[config.mk]
export PLATFORM = sky130hd
export DESIGN_NAME = rmq_sqrt
export DESIGN_NICKNAME = d
export VERILOG_FILES = /design/src/sv/rmq_pkg.sv /design/src/sv/rmq_sqrt.sv
export SDC_FILE = /design/constraint.sdc
export NUM_CORES = 2
export LEC_CHECK = 0
export ABC_AREA = 1
export BUFFER_PORTS_ARGS = -buffer_cell sky130_fd_sc_hd__buf_4
export CAP_MARGIN = 0
export CORE_ASPECT_RATIO = 1.5
export CORE_MARGIN = 4
export CORE_UTILIZATION = 35
export CTS_BUF_LIST = sky130_fd_sc_hd__clkbuf_16
export CTS_CLUSTER_DIAMETER = 150
export DETAILED_ROUTE_END_ITERATION = 6
export HOLD_SLACK_MARGIN = 0.03
export PLACE_DENSITY = 0.62
export SLEW_MARGIN = 20
export SYNTH_ARGS = -nofsm -noshare
export SYNTH_HDL_FRONTEND = slang
export SYNTH_SLANG_ARGS = --single-unit
[constraint.sdc]
create_clock -name clk -period 3 [get_ports clk]
set_input_delay 0.45 -clock clk [delete_from_list [all_inputs] [get_ports clk]]
set_output_delay 0.45 -clock clk [all_outputs]
set_load 0.02 [all_outputs]
[src/sv/rmq_pkg.sv]
// rmq_pkg: shared types and constants for the rotation matrix to quaternion pipeline
// used by rmq_sqrt, rmq_div, rotation_matrix_to_quaternion_top, rmq_checker and tb; no dependencies
`default_nettype none
package rmq_pkg;

  localparam int FIELD_W = 18;
  localparam int DIFF_W  = 19;
  localparam int QUO_W   = 19;
  localparam int NLANES  = 3;

  localparam logic [1:0] AXIS_X = 2'd0;
  localparam logic [1:0] AXIS_Y = 2'd1;
  localparam logic [1:0] AXIS_Z = 2'd2;

  localparam logic signed [FIELD_W-1:0] FIELD_MAX = 18'sh1ffff;
  localparam logic signed [FIELD_W-1:0] FIELD_MIN = 18'sh20000;

  // sideband that rides along with the root through the pipeline
  typedef struct packed {
    logic [NLANES-1:0][DIFF_W-1:0] d;
    logic                          tpos;
    logic [1:0]                    dom;
    logic                          degen;
  } side_t;

endpackage
`default_nettype wire

[src/sv/rmq_sqrt.sv]
// rmq_sqrt: pipelined integer square root, one root bit per register stage
// depends on rmq_pkg for the sideband type
`default_nettype none
module rmq_sqrt import rmq_pkg::*; #(
  parameter int NW = 38,
  parameter int SW = 19
) (
  input  wire logic          clk,
  input  wire logic          rst,
  input  wire logic          in_valid,
  input  wire logic [NW-1:0] n,
  input  wire side_t         in_side,
  output logic               out_valid,
  output logic [SW-1:0]      root,
  output side_t              out_side
);

  localparam int PW = 2 * SW;
  localparam int RW = SW + 3;

  logic          v  [0:SW];
  logic [PW-1:0] nr [0:SW];
  logic [RW-1:0] rm [0:SW];
  logic [SW-1:0] rt [0:SW];
  side_t         sd [0:SW];

  assign v[0]  = in_valid;
  assign nr[0] = PW'(n);
  assign rm[0] = '0;
  assign rt[0] = '0;
  assign sd[0] = in_side;

  for (genvar g = 0; g < SW; g++) begin : g_stage
    logic [RW-1:0] remx;
    logic [RW-1:0] trial;
    logic          ge;

    assign remx  = {rm[g][RW-3:0], nr[g][PW-1:PW-2]};
    assign trial = RW'({rt[g], 2'b01});
    assign ge    = remx >= trial;

    always_ff @(posedge clk) begin
      if (rst) begin
        v[g+1] <= 1'b0;
      end else begin
        v[g+1] <= v[g];
      end
    end

    always_ff @(posedge clk) begin
      nr[g+1] <= nr[g] << 2;
      rm[g+1] <= ge ? remx - trial : remx;
      rt[g+1] <= {rt[g][SW-2:0], ge};
      sd[g+1] <= sd[g];
    end
  end

  assign out_valid = v[SW];
  assign root      = rt[SW];
  assign out_side  = sd[SW];

endmodule
`default_nettype wire

==> impl_metrics.env <==
export IMPL_final_hold_viol_count=0
export IMPL_pwr_share_clk=0.361
export IMPL_internal_power_mw=46.8
export IMPL_period_needed_ns=2.54
export IMPL_dieHeight_um=520
export IMPL_swShare=0.282
export IMPL_antenna_found_initial=3
export IMPL_cp_start_kind="flop"
export IMPL_criticalPathCategory="flop to flop"
export IMPL_post_route_cell_area_sq_um=72000
export IMPL_grt_busiest_layer="met2"
export IMPL_synth_xor_area_share=0.0220
export IMPL_status="complete, no violations"
export IMPL_min_period_over_period=0.847
export IMPL_place_area_sq_um=64700
export IMPL_cellPowerDensity_nw_per_um2=905
export IMPL_yosys_area_share_simple=0.166
export IMPL_cts_resized_gates=0
export IMPL_met1_usage=0.126
export IMPL_syn_avg_cell_area_sq_um=10.0
export IMPL_p_leak_nw=34.7
export IMPL_regArea_sq_um=41000
export IMPL_initial_utilization=0.353
export IMPL_hold_class="primary input to flop"
export IMPL_cts_htree_levels=4
export IMPL_ys_seq_elements=2047
export IMPL_rows=187
export IMPL_r2r_start="g_stage[6].trial[5]$_DFF_P_"
export IMPL_slew_violations=0
export IMPL_synth_mux_area_frac=0
export IMPL_grt_usage=0.138
export IMPL_cts_sinks=2047
export IMPL_die_area_sq_um=182000
export IMPL_synth_top_family_by_area="simple AND/OR/NAND/NOR gates"
export IMPL_grt_overflow_total=0
export IMPL_yosysSeqAreaShare=0.669
export IMPL_final_common_cell="dfxtp_1"
export IMPL_fp_coreArea_sq_um=174000
export IMPL_max_slew_margin_rel=0.508
export IMPL_path_clk_slew_ns=0.07
export IMPL_syn_area_sq_um=61200
export IMPL_synthCells=6122
export IMPL_p_switching_mw=18.4
export IMPL_vias=37818
export IMPL_tns_ns=0
export IMPL_rr_worst_depth=9
export IMPL_hp_start="n[26]"
export IMPL_grt_met2_usage=0.269
export IMPL_fin_skew_ns=0.0510
export IMPL_rsz0062_at_grt="false"
export IMPL_ys_types=50
export IMPL_met3_usage=0.0264
export IMPL_cp_required_ns=3.67
export IMPL_ioPinCount=183
export IMPL_cts_buffers_inserted=183
export IMPL_cp_end_kind="flop"
export IMPL_grt_pass1_vias=38989
export IMPL_max_clock_path_buffers=3
export IMPL_synth_fa_ha_area_frac=0.0429
export IMPL_stdcell_count=8928
export IMPL_cts_tree="yes"
export IMPL_totalPowerFinal_mw=65.2
export IMPL_cp_arrival_ns=3.21
export IMPL_dp_hpwl_um=95200
export IMPL_n_fill_cell=16725
export IMPL_yosys_warnings=0
export IMPL_hold_depth=2
export IMPL_drive_above_1_share=0.100
export IMPL_multi_input_area_sq_um=16400
export IMPL_p_seq_frac=0.490
export IMPL_place_congestion=0.892
export IMPL_routed_via_density=4.24
export IMPL_postRouteAntennaNets=0
export IMPL_ir_drop_mv=0.629
export IMPL_r2r_end="g_stage[7].remx[18]$_DFF_P_"
export IMPL_place_inst=8483
export IMPL_cts_root_buf="clkbuf_16"
export IMPL_grt_pass1_wl_um=198000
export IMPL_finalNetCount=6815
export IMPL_crit_fanout=24
export IMPL_wirelength_um=126000
export IMPL_worstMarginPinSlew_ns=0.730
export IMPL_clock_latency_ns=0.82
export IMPL_drtIter0Drc=1467
export IMPL_synth_nets=6434
export IMPL_drc=0
export IMPL_die_x_um=350
export IMPL_wl_per_cell_um=14.1
export IMPL_grt_max_degree=26
export IMPL_synth_compound_area_share=0.0369
export IMPL_area_delta_synth_final_pct=17.5
export IMPL_reg2reg_slack_ns=0.46
export IMPL_drv_cap=0
export IMPL_power_frac_comb=0.149
export IMPL_setup_viol_count_final=0
export IMPL_hold_path_end="nr[712]$_DFF_P_"
export IMPL_final_cell_mix="dfxtp_1, nand2_1, inv_1"
export IMPL_dr_pass1_iters=5
export IMPL_io_buffers=182
export IMPL_max_freq_ghz=0.394
worst max-delay path, cell delays in order (launching register included):
cell and delay, ns:
dfxtp_1 0.44, inv_1 0.07, ha_1 0.33, a21o_1 0.22
a21boi_2 0.24, nand3_1 0.19, nor2_4 0.50, inv_1 0.22
nand2_1 0.13, inv_1 0.04
power groups by stage:
stage,Clock (mW),Combinational (mW),Sequential [mW]
floorplan,0,7.35,31.7
global placement,0,9.61,32.6
detailed placement,0,9.66,32.6
CTS,24.5,9.82,32.0
global route,25.5,11.1,32.2
finish,23.5,9.73,31.9
per-stage QoR:
step	hold WS [ns]	utilization	worst slack, ns
final	0.266	0.415	0.459
after global routing	0.203	0.415	0.273
after CTS	0.155	0.415	0.447
after detailed placement	0.312	0.373	0.491
after global placement	0.309	0.373	0.490
after floorplan	0.310	-	1.28
how the worst max path moves through the flow:
| stage | start | endpoint | slack, ns | depth (start not counted) |
|---|---|---|---|---|
| 5_1_grt | g_stage[6].trial[5]$_DFF_P_ | g_stage[7].remx[18]$_DFF_P_ | 0.27 | 9 |
| 3_5_place_dp | g_stage[6].trial[5]$_DFF_P_ | g_stage[7].remx[14]$_DFF_P_ | 0.49 | 9 |
| 3_3_place_gp | g_stage[6].trial[5]$_DFF_P_ | g_stage[7].remx[14]$_DFF_P_ | 0.49 | 9 |
| 2_1_floorplan | g_stage[12].trial[5]$_DFF_P_ | g_stage[13].remx[10]$_DFF_P_ | 1.28 | 9 |
| 4_1_cts | g_stage[6].trial[5]$_DFF_P_ | g_stage[7].remx[14]$_DFF_P_ | 0.45 | 9 |
| 6_report | g_stage[6].trial[5]$_DFF_P_ | g_stage[7].remx[18]$_DFF_P_ | 0.46 | 9 |
per-layer routing:
layer  vias up  share of wire
met2       779           0.53
li1      19596              -
met3       436          0.037
met5         -              0
met4         0          0.074
met1     17007           0.36
what timing repair did:
item / CTS / global route
hold buffers: 103 / 0
endpoints found under the hold margin: 119 / 0
setup buffers: 0 / 0
synthesized netlist by cell type, drive strengths merged:
cell | instances | area, sq um
a21boi | 2 | 18.8
a21o | 2 | 15.0
a21oi | 207 | 1200
a31oi | 1 | 6.26
and2 | 3 | 18.8
and3 | 1 | 6.26
buf | 97 | 816
clkbuf | 4 | 16.3
clkinv | 1 | 3.75
conb | 1 | 3.75
dfxtp | 2047 | 41000
ha | 210 | 2630
inv | 807 | 3040
nand2 | 1549 | 5960
nand3 | 272 | 1430
nand3b | 43 | 323
nand4 | 54 | 338
nor2 | 430 | 1690
nor2b | 1 | 6.26
nor3 | 45 | 245
nor3b | 3 | 27.5
nor4 | 5 | 31.3
o211ai | 6 | 45.0
o21a | 1 | 7.51
o21ai | 156 | 901
o21bai | 8 | 63.8
or2 | 12 | 75.1
xnor2 | 63 | 552
xor2 | 91 | 797
sequential cells by signal, summed over array words and instances, names as in the netlist:
name           flops
g_stage.trial    171
sd              1098
out_side          61
g_stage.remx     373
v                 18
root              19
out_valid          1
nr               306
cell type report:
cell class	count	share of cell area
Tap cell	2268	0.0394
Timing Repair Buffer	297	0.0346
Antenna cell	1	0.0000348
Clock buffer	184	0.0640
Multi-Input combinational cell	3166	0.228
Sequential cell	2047	0.569
Clock inverter	157	0.0227
Inverter	808	0.0423
cell families (layout without fill, tap and decap cells):
logic type               count (synthesis)  count (layout)
AND/OR/NAND/NOR                       2418            2418
flip-flops                            2047            2047
buffers and inverters                  909            1446
AO/OA/AOI/OAI                          383             383
adder cells (fa/ha/maj)                210             210
XOR/XNOR                               154             154
other                                    1               2
Note: power is estimated with default switching activity, not from simulation.
